--- src/rtl/core/alc_pkg.sv ---
package alc_pkg;

  // Lane fields carried by one batch on the ports.
  localparam int LANE_FIELDS = 8;

  // Command codes.
  localparam logic CMD_COMPRESS = 1'b0;
  localparam logic CMD_EXPAND   = 1'b1;

  // A-law coding constants.
  localparam logic [7:0] EVEN_INVERT = 8'h55;
  localparam int         PRE_SHIFT   = 3;
  localparam int         CHORD_LOW   = 5;   // Lowest magnitude bit that opens chord 1.
  localparam int         MAG_TOP     = 11;  // Highest bit of the pre-shifted magnitude.

  // One finished batch as it moves from the lanes into the output buffer.
  typedef struct packed {
    logic [3:0]                   count;
    logic [LANE_FIELDS-1:0][15:0] lane;
  } batch_t;

endpackage

--- src/rtl/core/alaw_compand_lanes_top.sv ---
// Batch A-law compander. Each input transfer carries a command, a lane count
// and eight 16-bit lanes; one output transfer carries the count and eight
// result lanes. With cmd at compress, every valid lane turns a signed sample
// into an A-law codeword in bits 7..0 (upper bits zero), with -32768 coded as
// -32767. With cmd at expand, every valid lane turns the codeword in bits 7..0
// into a signed sample. Lanes at or past count, or at or past LANES, return
// zero, and count_out repeats the raw count. The block takes one batch every
// clock cycle while in_stall is low and returns it in the cycle after the
// transfer when the output is not stalled: the LANES coder copies are purely
// combinational and feed a single output register. A two-entry output buffer
// (output register plus a side register) lets a new batch be taken while a
// result still waits, so in_stall only rises once both entries hold a batch.
module alaw_compand_lanes_top #(
  parameter int LANES = 8
) (
  input  logic        clk,
  input  logic        rst,

  input  logic        in_valid,
  output logic        in_stall,
  input  logic        cmd,
  input  logic [3:0]  count,
  input  logic [15:0] lane_in_0,
  input  logic [15:0] lane_in_1,
  input  logic [15:0] lane_in_2,
  input  logic [15:0] lane_in_3,
  input  logic [15:0] lane_in_4,
  input  logic [15:0] lane_in_5,
  input  logic [15:0] lane_in_6,
  input  logic [15:0] lane_in_7,

  output logic        out_valid,
  input  logic        out_stall,
  output logic [3:0]  count_out,
  output logic [15:0] lane_out_0,
  output logic [15:0] lane_out_1,
  output logic [15:0] lane_out_2,
  output logic [15:0] lane_out_3,
  output logic [15:0] lane_out_4,
  output logic [15:0] lane_out_5,
  output logic [15:0] lane_out_6,
  output logic [15:0] lane_out_7
);

  logic [alc_pkg::LANE_FIELDS-1:0][15:0] lane_raw;
  alc_pkg::batch_t                       batch;
  alc_pkg::batch_t                       out_batch;

  assign lane_raw = {lane_in_7, lane_in_6, lane_in_5, lane_in_4,
                     lane_in_3, lane_in_2, lane_in_1, lane_in_0};

  assign batch.count = count;

  // One coder per lane that this build carries; the rest of the ports read
  // back as zero. A lane works only when its index is below the count.
  for (genvar k = 0; k < alc_pkg::LANE_FIELDS; k++) begin : g_lane
    if (k < LANES) begin : g_core
      alc_lane u_lane (
        .cmd      (cmd),
        .en       (count > 4'(k)),
        .lane_in  (lane_raw[k]),
        .lane_out (batch.lane[k])
      );
    end else begin : g_off
      assign batch.lane[k] = 16'd0;
    end
  end

  // Output register and side buffer: every transfer is held here until the
  // consumer takes it.
  alc_merge u_merge (
    .clk       (clk),
    .rst       (rst),
    .in_valid  (in_valid),
    .in_stall  (in_stall),
    .in_batch  (batch),
    .out_valid (out_valid),
    .out_stall (out_stall),
    .out_batch (out_batch)
  );

  assign count_out  = out_batch.count;
  assign lane_out_0 = out_batch.lane[0];
  assign lane_out_1 = out_batch.lane[1];
  assign lane_out_2 = out_batch.lane[2];
  assign lane_out_3 = out_batch.lane[3];
  assign lane_out_4 = out_batch.lane[4];
  assign lane_out_5 = out_batch.lane[5];
  assign lane_out_6 = out_batch.lane[6];
  assign lane_out_7 = out_batch.lane[7];

endmodule

--- src/rtl/core/alc_lane.sv ---
module alc_lane (
  input  logic        cmd,
  input  logic        en,
  input  logic [15:0] lane_in,
  output logic [15:0] lane_out
);

  logic [15:0] s;
  logic [15:0] s_neg;
  logic        c_sign;
  logic [14:0] mag;
  logic [11:0] m;
  logic [2:0]  c_chord;
  logic [2:0]  sh;
  logic [3:0]  c_step;
  logic [7:0]  code;

  logic [7:0]  e_code;
  logic [2:0]  e_chord;
  logic [3:0]  e_step;
  logic [10:0] e_mag;
  logic [15:0] e_pos;
  logic [15:0] e_val;

  // Compress: the most negative sample is folded onto -32767 first.
  always_comb begin
    s      = (lane_in == 16'h8000) ? 16'h8001 : lane_in;
    s_neg  = ~s + 16'd1;
    c_sign = s[15];
    mag    = c_sign ? s_neg[14:0] : s[14:0];
    m      = mag[14:alc_pkg::PRE_SHIFT];
    c_chord = 3'd0;
    for (int i = alc_pkg::CHORD_LOW; i <= alc_pkg::MAG_TOP; i++) begin
      if (m[i]) begin
        c_chord = 3'(i - (alc_pkg::CHORD_LOW - 1));
      end
    end
    sh     = (c_chord == 3'd0) ? 3'd1 : c_chord;
    c_step = 4'(m >> sh);
    code   = {c_sign, c_chord, c_step} ^ alc_pkg::EVEN_INVERT;
  end

  // Expand: rebuild the segment magnitude and restore the sign.
  always_comb begin
    e_code  = lane_in[7:0] ^ alc_pkg::EVEN_INVERT;
    e_chord = e_code[6:4];
    e_step  = e_code[3:0];
    if (e_chord == 3'd0) begin
      e_mag = {6'd0, e_step, 1'b1};
    end else begin
      e_mag = {6'd0, 1'b1, e_step} << (e_chord - 3'd1);
    end
    e_pos = {2'b00, e_mag, 3'b000};
    e_val = e_code[7] ? (~e_pos + 16'd1) : e_pos;
  end

  always_comb begin
    if (!en) begin
      lane_out = 16'd0;
    end else if (cmd == alc_pkg::CMD_EXPAND) begin
      lane_out = e_val;
    end else begin
      lane_out = {8'd0, code};
    end
  end

endmodule

--- src/rtl/core/alc_merge.sv ---
module alc_merge (
  input  logic            clk,
  input  logic            rst,
  input  logic            in_valid,
  output logic            in_stall,
  input  alc_pkg::batch_t in_batch,
  output logic            out_valid,
  input  logic            out_stall,
  output alc_pkg::batch_t out_batch
);

  logic            main_valid;
  logic            skid_valid;
  alc_pkg::batch_t main_data;
  alc_pkg::batch_t skid_data;
  logic            accept;
  logic            out_free;

  assign accept    = in_valid && !skid_valid;
  assign out_free  = !main_valid || !out_stall;
  assign in_stall  = skid_valid;
  assign out_valid = main_valid;
  assign out_batch = main_data;

  always_ff @(posedge clk) begin
    if (rst) begin
      main_valid <= 1'b0;
      skid_valid <= 1'b0;
    end else begin
      if (out_free) begin
        if (skid_valid) begin
          main_valid <= 1'b1;
          skid_valid <= 1'b0;
        end else begin
          main_valid <= accept;
        end
      end else if (accept) begin
        skid_valid <= 1'b1;
      end
    end
  end

  always_ff @(posedge clk) begin
    if (out_free) begin
      main_data <= skid_valid ? skid_data : in_batch;
    end
    if (!out_free && accept) begin
      skid_data <= in_batch;
    end
  end

`ifndef SYNTHESIS
  // The side buffer only fills behind a waiting result.
  a_skid_behind_main: assert property (@(posedge clk) disable iff (rst)
    skid_valid |-> main_valid)
    else $error("side buffer holds a batch while the output register is empty");

  // A transfer into a blocked output register lands in the side buffer.
  a_skid_fill: assert property (@(posedge clk) disable iff (rst)
    (accept && main_valid && out_stall) |=> (skid_valid && main_valid))
    else $error("batch accepted behind a stalled output was not kept");

  // Draining the side buffer moves its batch into the output register.
  a_skid_drain: assert property (@(posedge clk) disable iff (rst)
    $fell(skid_valid) |-> main_valid)
    else $error("side buffer emptied without refilling the output register");
`endif

endmodule
--- config.mk ---
export PLATFORM = sky130hd
export DESIGN_NAME = alaw_compand_lanes_top
export DESIGN_NICKNAME = d
export VERILOG_FILES = /design/src/rtl/core/alc_pkg.sv /design/src/rtl/core/alaw_compand_lanes_top.sv /design/src/rtl/core/alc_lane.sv /design/src/rtl/core/alc_merge.sv
export SDC_FILE = /design/constraint.sdc
export NUM_CORES = 1
export LEC_CHECK = 0
export BUFFER_PORTS_ARGS = -buffer_cell sky130_fd_sc_hd__buf_4
export CORE_ASPECT_RATIO = 0.5
export CORE_MARGIN = 8
export CORE_UTILIZATION = 35
export CTS_BUF_LIST = sky130_fd_sc_hd__clkbuf_8
export CTS_CLUSTER_DIAMETER = 200
export CTS_CLUSTER_SIZE = 28
export DETAILED_ROUTE_END_ITERATION = 10
export GPL_TIMING_DRIVEN = 1
export PLACE_DENSITY_LB_ADDON = 0.3
export SLEW_MARGIN = 25
export SYNTH_ARGS = -nofsm -noshare
export SYNTH_HDL_FRONTEND = slang
export SYNTH_HIERARCHICAL = 1
export SYNTH_SLANG_ARGS = --single-unit
--- constraint.sdc ---
create_clock -name clk -period 32.3 [get_ports clk]
set_input_delay 4.845 -clock clk [delete_from_list [all_inputs] [get_ports clk]]
set_output_delay 4.845 -clock clk [all_outputs]
set_load 0.005 [all_outputs]
# Word level (Yosys, flattened, before mapping)

Index checks and enable logic that the tools add are counted.

Input bits: 137
Memories kept: 0
ROM bits: 0
Latch bits: 0
Register bits after elaboration: 266
Bits in writable memories: 0

Muxes and demuxes: 114
Multipliers: 0
Equality and inequality tests: 8
Divide/modulo/power cells: 0
Shifts and indexed selects: 16
Magnitude comparators: 8
Reductions and logical operators: 24
Bitwise gates (word level): 32
$add $sub $neg: 24

Operators with widths:

| kind                                                          | count |
|---|---|
| 2-to-1 mux 16 bit                                             | 32 |
| 2-to-1 mux 3 bit                                              | 56 |
| 2-to-1 mux 132 bit                                            | 1 |
| adder 16 x 1 -> 16 bit, second input constant                 | 8 |
| == test 16 bit, second input constant                         | 8 |
| inverter 14 -> 16 bit                                         | 8 |
| adder 15 x 1 -> 15 bit, second input constant                 | 8 |
| 2-to-1 mux 15 bit                                             | 8 |
| inverter 15 bit                                               | 8 |
| >> shifter 12 x 3 -> 4 bit                                    | 8 |
| 2-to-1 mux 11 bit                                             | 8 |
| << shifter 5 x 3 -> 11 bit                                    | 8 |
| inverter 4 bit                                                | 16 |
| logical NOT 3 bit                                             | 16 |
| subtractor 3 x 1 -> 3 bit, second input constant              | 8 |
| greater-than comparator 4 x 3 -> 1 bit, second input constant | 4 |
| 2-to-1 mux 1 bit                                              | 9 |
| greater-than comparator 4 x 1 -> 1 bit, second input constant | 2 |
| greater-than comparator 4 x 2 -> 1 bit, second input constant | 2 |
| logical NOT 1 bit                                             | 4 |
| logical AND 1 bit                                             | 2 |
| OR reduction 2 bit                                            | 1 |
| logical OR 1 bit                                              | 1 |

# Logic depth before layout (Yosys ltp)

Gate-level depths: netlist of run 1.

Word-level depth: 19
Mapped depth: 14
Depth with buffers taken out: 13

# Modules after synthesis

The synthesis of run 1 kept the hierarchy.

Modules (own cells, without submodules):

| module                                 | times used | sequential area each (sq um) | area each (sq um) | cells an instance |
|---|---|---|---|---|
| alc_lane (g_lane[0].g_core.u_lane ...) | 7          | 0.0                          | 1749.2            | 275 |
| alc_merge                              | 1          | 7967.6                       | 9821.9            | 418 |
| alc_lane (g_lane[3].g_core.u_lane)     | 1          | 0.0                          | 1854.3            | 281 |
| alaw_compand_lanes_top                 | 1          | 0.0                          | 63.8              | 9 |

# Worst setup path after synthesis of run 1

OpenSTA, ideal clock, no wires.

Path kind: in2reg
Start: in out_stall
End: reg u_merge/skid_data[0] in the netlist's numbering (enable)
Arrival time: 17891 ps
Setup time: 811 ps
Path buffers: 0
Stages: 2
Slack: 13599 ps
Path through: nand2_1 -> nor3b_1

Longest elaborated chain between the ends: 4

Ends and longest elaborated chain:

| item                 | RTL line                     | source |
|---|---|---|
| start, declared      | alaw_compand_lanes_top.sv:33 | `input logic out_stall,` |
| logical NOT 1 bit    | alc_merge.sv:20              | `assign out_free = !main_valid \|\| !out_stall;` |
| logical OR 1 bit     | alc_merge.sv:20              |  |
| logical NOT 1 bit    | alc_merge.sv:47              | `if (!out_free && accept) begin` |
| logical AND 1 bit    | alc_merge.sv:47              |  |
| end signal, assigned | alc_merge.sv:48              | `skid_data <= in_batch;` |
| end, declared        | alc_merge.sv:15              | `alc_pkg::batch_t skid_data;` |

No other way between the ends.
A chain may end at the register's enable or synchronous reset.

==> qor.txt, run 1 <==
Status - completed
TNS Setup - 0 ns
IO Count - 271
Die Wd - 386 um
Drt drc - 0
Final number of setup-violating endpoints - 0
First-pass GRT wire length - 110 mm
Final worst slack - 24.27 ns
Cell variety after synth - 79
Largest net degree at the start of global routing - 78
Hold depth - 1
# fillers - 6797
Leakage Power - 10.1 nW
Post-synth top area share - 33.1%
Final GP Congestion - 0.909
TritonCTS Buffers - 13
CTS max path bufs - 3
Post-Synth XOR/XNOR Area - 3.29%
Layout cells sized above 1 - 19.5%
Worst Hold Launch - u_merge/skid_data[116]$_DFFE_PP_
Drt total wl - 69.2 mm
Post-DRT Antenna Nets - 0
Final Max Tran Viols - 0
Grt ovf - 0
DIE AREA - 77700 um^2
Fraction of the mapped netlist area in adder cells - 1.67%
Worst Path Required - 32.79 ns
Synthesized-area fraction occupied by and/or/nand/nor cells - 21.2%
Post-synth EDFFs - 264
Site Rows - 67
Initial Utilization - 35.6%
Final Hold Violating Endpoints - 0
Top cells by area, synth - edfxtp_1, mux2_2, mux2_4
Rel. slew slack - 36.7%
Synth area leader - edfxtp_1
Syn_area_per_cell - 9.11 um^2
Total power - 900 uW
RSZ-0062 raised after global routing - no
Highest clock rate - 125 MHz
Worst IR drop on VDD - 0.0226 mV
Multiplexer area fraction after synthesis - 12.1%
Synth top cells by count - edfxtp_1, nand2_1, nor2_1
Synth Flop Type - edfxtp_1
CTS tree - yes
Type of the worst min-delay path - flip-flop to flip-flop
Wire length per cell - 18.8 um
Clock Skew - 0.0462 ns
Synthesized area - 24000 um^2
Complex-gate fraction of the synthesized area - 23.5%
Cell depth of the worst flop-to-flop path - 3
Crit path capture type - flip-flop
Clk_lat worst skew - 0.60 ns
Setup bufs post-CTS - 0
Clock sinks - 266
Max-cap violation count - 0
Antenna violations before repair - 3
Power Density - 33.8 nW/um^2
Count leader, synth - edfxtp_1
Worst Path Max Fanout - 14
DRT iter0 DRCs - 1831
Syn Inst Count - 2633
WS Path Type - input pin to flip-flop
Switching Share - 33.8%
Post-route clock period utilization - 24.9%
Worst-Margin Slew - 0.941 ns
Clk slew on worst S/H paths - 0.17 ns
Pre-CTS setup slack - 23.69 ns
Count of yosys warnings during synthesis - 6
Worst R2R End - u_merge/out_batch[131]$_DFFE_PP_
Dpl cell area - 26400 um^2
Drt pass-1 iters - 5
DR vias - 21.1k
Worst Hold Path EP - u_merge/out_batch[116]$_DFFE_PP_
Seq cells post-synth - 266
Core ar. - 67400 um^2
Port Buffer Count - 270
DP Wirelength - 52.1 mm
Sequential fraction of the synthesis area - 33.2%
Worst R2R Start - u_merge/in_stall$_SDFFE_PP0P_
Final nets - 2940
Hold-fix buffers, CTS - 0
R2R Setup Slk - 29.14 ns
H-tree Lvls - 1
CTS root buf - clkbuf_8
Synth Net Count - 2802
Synth async-reset ratio - 0%
WP data arrival - 8.52 ns
Clock share of power - 16.6%
Cell area after layout - 26600 um^2
Cell Int Power - 596 uW
Tot GR Track Use - 16.8%
Die H - 201 um
Vias/cell - 5.74
P_sw - 304 uW
Combinational Power Share - 36.1%
Sequential power share - 47.2%
Largest family of logic cells by synthesized area - compound AO/OA/AOI/OAI gates
Post_cts resized - 0
Area growth, synth to finish - 10.9%
Post-layout minimum cycle time - 8.03 ns
Number of global-route vias before repair - 19.8k
Startpoint Class - input pin
per-stage QoR:
step,util [%],std cells,hold slack [ns]
finish,39.5,3675,0.536
global route,39.5,3675,0.540
CTS,39.4,3672,0.527
detailed placement,39.1,3653,0.530
global placement,39.1,3653,0.526
floorplan,-,2633,0.523
worst max-delay path: stages:
cell and delay, ns:
buf_4 0.16, nor4_1 0.69, a21oi_1 0.22, a211oi_1 0.35
nor3_1 0.16, o41ai_4 0.75, mux2_2 0.41, a21oi_1 0.15
o21ai_1 0.10, a311oi_1 0.44, mux2_4 0.22
layout by cell type, fill, tap and decap left out, types with 31 or more instances in the layout:
master     instances
a211oi_1          43
a21oi_1          164
a2bb2oi_1         31
a31oi_1           40
and2_1            57
and3_1            50
buf_4            276
edfxtp_1         264
ha_1              32
inv_1             79
mux2_2           100
mux2_4            67
mux2i_1           78
nand2_1          258
nand2b_1          56
nand3_1           72
nor2_1           183
nor2b_1           44
nor3_1            93
o21ai_0          121
o22ai_1           38
o31ai_1           38
xnor2_1           64
registers in the layout, indices dropped and copies added, names as in the netlist:
register           cells
u_merge/in_stall       1
u_merge/skid_data    132
u_merge/out_batch    132
u_merge/out_valid      1
area by class of cell:
| type | count | area, um^2 | share of cell area (%) |
|---|---|---|---|
| repair buffers | 278 | 2090 | 7.87 |
| clock buffers | 13 | 179 | 0.673 |
| inverters | 90 | 338 | 1.27 |
| multi-input cells | 2122 | 14800 | 55.8 |
| diodes | 3 | 7.51 | 0.0282 |
| well taps | 897 | 1120 | 4.22 |
| clock inverters | 6 | 38.8 | 0.146 |
| flip-flops and latches | 266 | 7970 | 30.0 |
power by group through the flow:
stage                     combinational, mW  clock, mW  sequential, mW
after floorplan                       0.216          0           0.433
after global placement                0.321          0           0.433
after detailed placement              0.324          0           0.434
after CTS                             0.326      0.159           0.426
after global routing                  0.357      0.168           0.428
final                                 0.325      0.150           0.425
worst max-delay path by stage:
stage / start / end / slack [ns] / cells after the start
after floorplan: out_stall / u_merge/skid_data[0]$_DFFE_PP_ / 13.60 / 2
after global placement: lane_in_5[10] / u_merge/out_batch[83]$_DFFE_PP_ / 23.72 / 11
after detailed placement: lane_in_5[10] / u_merge/out_batch[83]$_DFFE_PP_ / 23.69 / 11
after CTS: lane_in_5[10] / u_merge/out_batch[83]$_DFFE_PP_ / 24.36 / 11
after global routing: lane_in_2[10] / u_merge/out_batch[35]$_DFFE_PP_ / 23.92 / 11
final: lane_in_5[10] / u_merge/out_batch[83]$_DFFE_PP_ / 24.27 / 11
per-layer routing:
| layer | track usage (%) | vias to the layer above | part of all wire, % |
|---|---|---|---|
| met1 | 22.2 | 10100 | 44 |
| li1 | - | 10300 | - |
| met5 | 0 | - | 0 |
| met3 | 1.54 | 84 | 4.0 |
| met2 | 29.4 | 535 | 49 |
| met4 | 4.07 | 0 | 2.6 |
logic make-up after synthesis:
family                     count (synthesis)
and+or+nand+nor                          966
AOI/OAI and AO/OA                        789
DFF                                      266
buffers and inverters                    245
muxes                                    245
xor gates and xnor gates                  90
adders and majority gates                 32
Note: power is estimated with default switching activity, not from simulation.
==> run 2: changes to the inputs <==
--- a/config.mk
+++ b/config.mk
@@ -5,6 +5,7 @@
 export SDC_FILE = /design/constraint.sdc
 export NUM_CORES = 1
 export LEC_CHECK = 0
+export ABC_AREA = 1
 export BUFFER_PORTS_ARGS = -buffer_cell sky130_fd_sc_hd__buf_4
 export CORE_ASPECT_RATIO = 0.5
 export CORE_MARGIN = 8
==> constraint.sdc (replaced) <==
create_clock -name clk -period 6.7 [get_ports clk]
set_input_delay 1.005 -clock clk [delete_from_list [all_inputs] [get_ports clk]]
set_output_delay 1.005 -clock clk [all_outputs]
set_load 0.005 [all_outputs]
==> run 2 against run 1 <==
Die area shrank 6.8%. Sequential cell count is the same. Sequential share of layout area grew 1.8 points. Critical path depth grew 15. Register-to-register slack lost 24 ns. Via count shrank 1.8%. Combinational power grew to 4.7 times the previous value. Critical endpoint is now u_merge/out_batch[2]$_DFFE_PP_.
==> qor.txt, run 2 <==
WS Path Type - input pin to flip-flop (unchanged)
Max-cap violation count - 0 (unchanged)
Synth top cells by count - nand2_1, inv_1, nor2_1 (was edfxtp_1, nand2_1, nor2_1)
Most common cell after layout, fill and taps aside - nand2_1 (was buf_4)
Hold-fix buffers, CTS - 0 (unchanged)
Site Rows - 65 (was 67)
Sequential fraction of the synthesis area - 35.8% (was 33.2%)
Seq cells post-synth - 266 (unchanged)
DP Wirelength - 47.9 mm (was 52.1 mm)
Crit path capture type - flip-flop (unchanged)
Rel. slew slack - 42.6% (was 36.7%)
Type of the worst min-delay path - flip-flop to flip-flop (unchanged)
Status - completed (unchanged)
Core ar. - 62900 um^2 (was 67400 um^2)
First-pass GRT wire length - 101 mm (was 110 mm)
CTS tree - yes (unchanged)
TritonCTS Buffers - 13 (unchanged)
Worst-Margin Slew - 0.862 ns (was 0.941 ns)
Power Density - 172 nW/um^2 (was 33.8 nW/um^2)
WP data arrival - 3.76 ns (was 8.52 ns)
Startpoint Class - input pin (unchanged)
Drt pass-1 iters - 5 (unchanged)
Final nets - 3505 (was 2940)
Synth area leader - edfxtp_1 (unchanged)
DIE AREA - 72400 um^2 (was 77700 um^2)
Synthesized area - 22300 um^2 (was 24000 um^2)
Final Max Tran Viols - 0 (unchanged)
Layout cells sized above 1 - 17.8% (was 19.5%)
Dpl cell area - 24800 um^2 (was 26400 um^2)
Setup bufs post-CTS - 0 (unchanged)
Cell area after layout - 25100 um^2 (was 26600 um^2)
Clk slew on worst S/H paths - 0.18 ns (was 0.17 ns)
Post-layout minimum cycle time - 3.40 ns
Synth Net Count - 3292 (was 2802)
IO Count - 271 (unchanged)
Hold depth - 2 (was 1)
Syn Inst Count - 3123 (was 2633)
Synth Flop Type - edfxtp_1 (unchanged)
Drt total wl - 61.8 mm (was 69.2 mm)
Worst path max stage delay - 0.31 ns (was 0.75 ns)
Worst path most repeated cell - nand2_1 (was a21oi_1)
CP delay by family, top - simple AND/OR/NAND/NOR gates (was compound AO/OA/AOI/OAI gates)
Drt drc - 0 (unchanged)
Worst IR drop on VDD - 0.102 mV (was 0.0226 mV)
Tot GR Track Use - 16.3% (was 16.8%)
RSZ-0062 raised after global routing - no (unchanged)
Number of global-route vias before repair - 19.8k (about the same)
Cell depth of the worst flop-to-flop path - 2 (was 3)
TNS Setup - 0 ns (unchanged)
# fillers - 6669 (was 6797)
CTS root buf - clkbuf_8 (unchanged)
N_diodes - 0 (was 3)
Clock sinks - 266 (unchanged)
Cell variety after synth - 36 (was 79)
Clock Skew - 0.0247 ns (was 0.0462 ns)
Top cells by area, synth - edfxtp_1, nand2_1, inv_1 (was edfxtp_1, mux2_2, mux2_4)
Leakage Power - 11.3 nW (was 10.1 nW)
DR vias - 20.7k (was 21.1k)
Post-DRT Antenna Nets - 0 (unchanged)
Final GP Congestion - 0.912 (was 0.909)
Die Wd - 373 um (was 386 um)
Vias/cell - 4.96 (was 5.74)
Worst Path Max Fanout - 13 (was 14)
WP buf/inv - 4 (was 1)
Most frequent cells in the layout - nand2_1, inv_1, nor2_1 (was buf_4, edfxtp_1, nand2_1)
Antenna violations before repair - 0 (was 3)
Initial Utilization - 35.4% (was 35.6%)
H-tree Lvls - 1 (unchanged)
DRT iter0 DRCs - 1380 (was 1831)
Count of yosys warnings during synthesis - 6 (unchanged)
Post-synth EDFFs - 264 (unchanged)
Synth async-reset ratio - 0% (unchanged)
Clk_lat worst skew - 0.58 ns (was 0.60 ns)
Post_cts resized - 0 (unchanged)
Largest net degree at the start of global routing - 133 (was 78)
Final Hold Violating Endpoints - 0 (unchanged)
Grt ovf - 0 (unchanged)
CP max stage cell - o21ai_0 (was o41ai_4)
Worst path depth - 26 (was 11)
Post-synth top area share - 35.6% (was 33.1%)
Count leader, synth - nand2_1 (was edfxtp_1)
Final number of setup-violating endpoints - 0 (unchanged)
CTS max path bufs - 3 (unchanged)
Wire length per cell - 14.8 um (was 18.8 um)
Port Buffer Count - 270 (unchanged)
Die H - 194 um (was 201 um)
Highest clock rate - 294 MHz
Syn_area_per_cell - 7.13 um^2 (was 9.11 um^2)
Post-route clock period utilization - 50.7%
Worst Path Required - 7.06 ns (was 32.79 ns)
Area growth, synth to finish - 12.6% (was 10.9%)
run 2: final timing paths:
check	startpoint	to	slack (ns)
worst max-delay path	lane_in_0[4]	u_merge/out_batch[2]$_DFFE_PP_	3.30
worst min-delay path	u_merge/skid_data[113]$_DFFE_PP_	u_merge/out_batch[113]$_DFFE_PP_	0.53
worst max register to register	u_merge/out_valid$_SDFFE_PP0P_	u_merge/out_batch[12]$_DFFE_PP_	4.74
worst min register to register	u_merge/skid_data[113]$_DFFE_PP_	u_merge/out_batch[113]$_DFFE_PP_	0.53
run 2: layout make-up:
class | instances | area [um^2] | share of cell area [%]
Multi-Input combinational cell | 2289 | 11900 | 47.5
Sequential cell | 266 | 7970 | 31.8
Timing Repair Buffer | 277 | 2090 | 8.35
Inverter | 489 | 1840 | 7.33
Tap cell | 837 | 1050 | 4.18
Clock buffer | 13 | 179 | 0.714
Clock inverter | 4 | 27.5 | 0.110
run 2: logic make-up (layout without fill, tap and decap cells):
logic type	count (synthesis)	count (layout)	synth area share, %
and+or+nand+nor	1656	1656	33.6
buffers and inverters	568	783	10.8
AOI/OAI and AO/OA	521	521	14.8
DFF	266	266	35.8
xor gates and xnor gates	80	80	3.15
adders and majority gates	32	32	1.80
run 2: stage by stage:
step	util, %	setup WS (ns)	hold slack [ns]	total power, mW	std cells
after floorplan	-	1.73	0.500	3.09	3123
after global placement	39.5	2.83	0.503	3.62	4158
after detailed placement	39.5	2.74	0.509	3.64	4158
after CTS	39.8	3.37	0.528	4.37	4175
after global routing	39.8	3.00	0.531	4.61	4175
final	39.8	3.30	0.526	4.31	4175
run 2: worst reg2reg max path, stage by stage (launching register included):
cell and delay [ns]:
dfxtp_1 0.39, nand2_4 0.43, buf_4 0.75
run 2: metal layers:
layer / part of all wire [%] / vias up / global-route usage, %
li1: - / 10700 / -
met1: 44 / 9583 / 19.6
met2: 50 / 339 / 30.5
met3: 2.5 / 87 / 1.36
met4: 3.4 / 0 / 5.28
met5: 0 / - / 0
run 2: report_power, final:
| part | switching (mW) | leakage (nW) | internal [mW] |
|---|---|---|---|
| Combinational | 0.952 | 8.47 | 0.566 |
| Sequential | 0.0631 | 2.68 | 2.01 |
| Clock | 0.533 | 0.117 | 0.189 |
==> run 3: changes to the inputs <==
--- a/config.mk
+++ b/config.mk
@@ -5,7 +5,7 @@
 export SDC_FILE = /design/constraint.sdc
 export NUM_CORES = 1
 export LEC_CHECK = 0
-export ABC_AREA = 1
+export ABC_AREA = 0
 export BUFFER_PORTS_ARGS = -buffer_cell sky130_fd_sc_hd__buf_4
 export CORE_ASPECT_RATIO = 0.5
 export CORE_MARGIN = 8
==> constraint.sdc (replaced) <==
create_clock -name clk -period 3 [get_ports clk]
set_input_delay 0.45 -clock clk [delete_from_list [all_inputs] [get_ports clk]]
set_output_delay 0.45 -clock clk [all_outputs]
set_load 0.005 [all_outputs]
==> run 3 against run 2 <==
Largest power group is now combinational cells. Largest cell class unchanged. Non-clock buffer count increased by 785. Highest routed layer unchanged. Combinational power increased to 3.1 times the previous value. First-iteration DRC count down 5.9%.
==> qor.txt, run 3 (same netlist as run 1, synthesis figures left out) <==
Startpoint Class - input pin (unchanged)
Drt total wl - 76.8 mm (was 61.8 mm)
Port Buffer Count - 270 (unchanged)
Worst Path Required - 3.44 ns (was 7.06 ns)
First-pass GRT wire length - 124 mm (was 101 mm)
Core ar. - 67400 um^2 (was 62900 um^2)
DR WL met3 - 1.86 mm (was 1.52 mm)
Worst IR drop on VDD - 0.244 mV (was 0.102 mV)
Most frequent cells in the layout - buf_4, edfxtp_1, nand2_1 (was nand2_1, inv_1, nor2_1)
WP data arrival - 3.38 ns (was 3.76 ns)
Rel. slew slack - 43.3% (was 42.6%)
Area growth, synth to finish - 40.6% (was 12.6%)
DP Wirelength - 60.9 mm (was 47.9 mm)
Tot GR Track Use - 18.7% (was 16.3%)
Clk_lat worst skew - 0.57 ns (was 0.58 ns)
Met1 wire length - 33.7 mm (was 27.0 mm)
Most common cell after layout, fill and taps aside - buf_4 (was nand2_1)
IO Count - 271 (unchanged)
CTS max path bufs - 3 (unchanged)
Crit path capture type - flip-flop (unchanged)
Post-route clock period utilization - 98.0%
DRT iter0 DRCs - 1299 (was 1380)
Number of global-route vias before repair - 23.8k (was 19.8k)
Final number of setup-violating endpoints - 0 (unchanged)
WS Path Type - input pin to flip-flop (unchanged)
N_diodes - 0 (unchanged)
Largest net degree at the start of global routing - 96 (was 133)
Detail Route met2 WL - 38.6 mm (was 31.1 mm)
TritonCTS Buffers - 13 (unchanged)
Leakage Power - 14.1 nW (was 11.3 nW)
Clock Skew - 0.0377 ns (was 0.0247 ns)
Layout cells sized above 1 - 42.1% (was 17.8%)
Die H - 201 um (was 194 um)
DR vias - 24.0k (was 20.7k)
Max-cap violation count - 0 (unchanged)
Clk slew on worst S/H paths - 0.18 ns (about the same)
Post-DRT Antenna Nets - 0 (unchanged)
Final GP Congestion - 0.899 (was 0.912)
Total power - 10.9 mW (was 4.31 mW)
Dpl cell area - 33300 um^2 (was 24800 um^2)
H-tree Lvls - 1 (unchanged)
Worst Path Max Fanout - 7 (was 13)
CTS tree - yes (unchanged)
Top Metal Used - met4 (unchanged)
Vias/cell - 5.39 (was 4.96)
Grt ovf - 0 (unchanged)
Cell area after layout - 33700 um^2 (was 25100 um^2)
Clock sinks - 266 (unchanged)
Antenna violations before repair - 0 (unchanged)
Final Max Tran Viols - 0 (unchanged)
Status - completed (unchanged)
Worst-Margin Slew - 0.851 ns (was 0.862 ns)
Post-layout minimum cycle time - 2.94 ns
Final nets - 3724 (was 3505)
Hold WS - 0.101 ns (was 0.526 ns)
Initial Utilization - 35.6% (was 35.4%)
Power Density - 322 nW/um^2 (was 172 nW/um^2)
Wire length per cell - 17.2 um (was 14.8 um)
Drt pass-1 iters - 6 (was 5)
DIE AREA - 77700 um^2 (was 72400 um^2)
TNS Setup - 0 ns (unchanged)
Final Hold Violating Endpoints - 0 (unchanged)
Highest clock rate - 340 MHz
Drt drc - 0 (unchanged)
Type of the worst min-delay path - input pin to flip-flop (was flip-flop to flip-flop)
Site Rows - 67 (was 65)
Die Wd - 386 um (was 373 um)
CTS root buf - clkbuf_8 (unchanged)
## run 3: changes by cell type in the layout (fill, tap and decap cells not counted), sizes merged, moves of 162 or more
cell   delta
o21ai   -176
buf     +784
nand3   -162
inv     -407
mux2    +167
nand2   -543
nor2    -277
## run 3: where the power goes
part | switching [mW] | internal (mW)
registers | 0.128 | 4.45
logic | 2.29 | 2.43
clock network | 1.14 | 0.421
## run 3: worst paths after layout
check        slack [ns]                       startpoint  depth (start not counted)                                to
min                0.10                         count[2]                          1  u_merge/skid_data[130]$_DFFE_PP_
min reg2reg        0.54  u_merge/skid_data[92]$_DFFE_PP_                          1   u_merge/out_batch[92]$_DFFE_PP_
max                0.06                     lane_in_7[3]                         12  u_merge/out_batch[115]$_DFFE_PP_
max reg2reg        1.02    u_merge/in_stall$_SDFFE_PP0P_                          2   u_merge/out_batch[10]$_DFFE_PP_
## run 3: through the flow
step           instances  setup slack (ns)  utilization (%)
4_1_cts             4450            0.0911             49.8
2_1_floorplan       2633             -1.82                -
6_report            4454            0.0589             50.0
3_3_place_gp        4432            -0.518             49.5
5_1_grt             4454           -0.0231             50.0
3_5_place_dp        4432            -0.537             49.5
## run 3: area by class of cell
class | count | area [um^2]
Inverter | 90 | 352
Sequential cell | 266 | 7970
Clock buffer | 13 | 179
Clock inverter | 4 | 27.5
Timing Repair Buffer | 1062 | 8080
Multi-Input combinational cell | 2122 | 16000
Tap cell | 897 | 1120
Fill cell | 6403 | 33700
## run 3: repair_timing
item / 4_1_cts / 5_1_grt
hold buffers: 1 / 0
setup buffers: 0 / 4
resized for setup: 0 / 29
hold endpoints to repair: 2 / 0
endpoints found under the setup margin: 0 / 23
## run 3: layer usage
| layer | up-vias | global-route usage (%) |
|---|---|---|
| li1 | 11900 | - |
| met1 | 11600 | 23.4 |
| met2 | 413 | 34.2 |
| met3 | 122 | 1.22 |
| met4 | 0 | 5.82 |
| met5 | - | 0 |
## run 3: critical path: stages
cell      delay (ns)
buf_4           0.12
nor4_4          0.39
nand3_2         0.19
o41ai_4         0.40
a21oi_2         0.13
o41ai_4         0.42
buf_12          0.17
mux2_4          0.32
a21oi_2         0.16
o311ai_2        0.11
a311oi_2        0.32
mux2_4          0.19
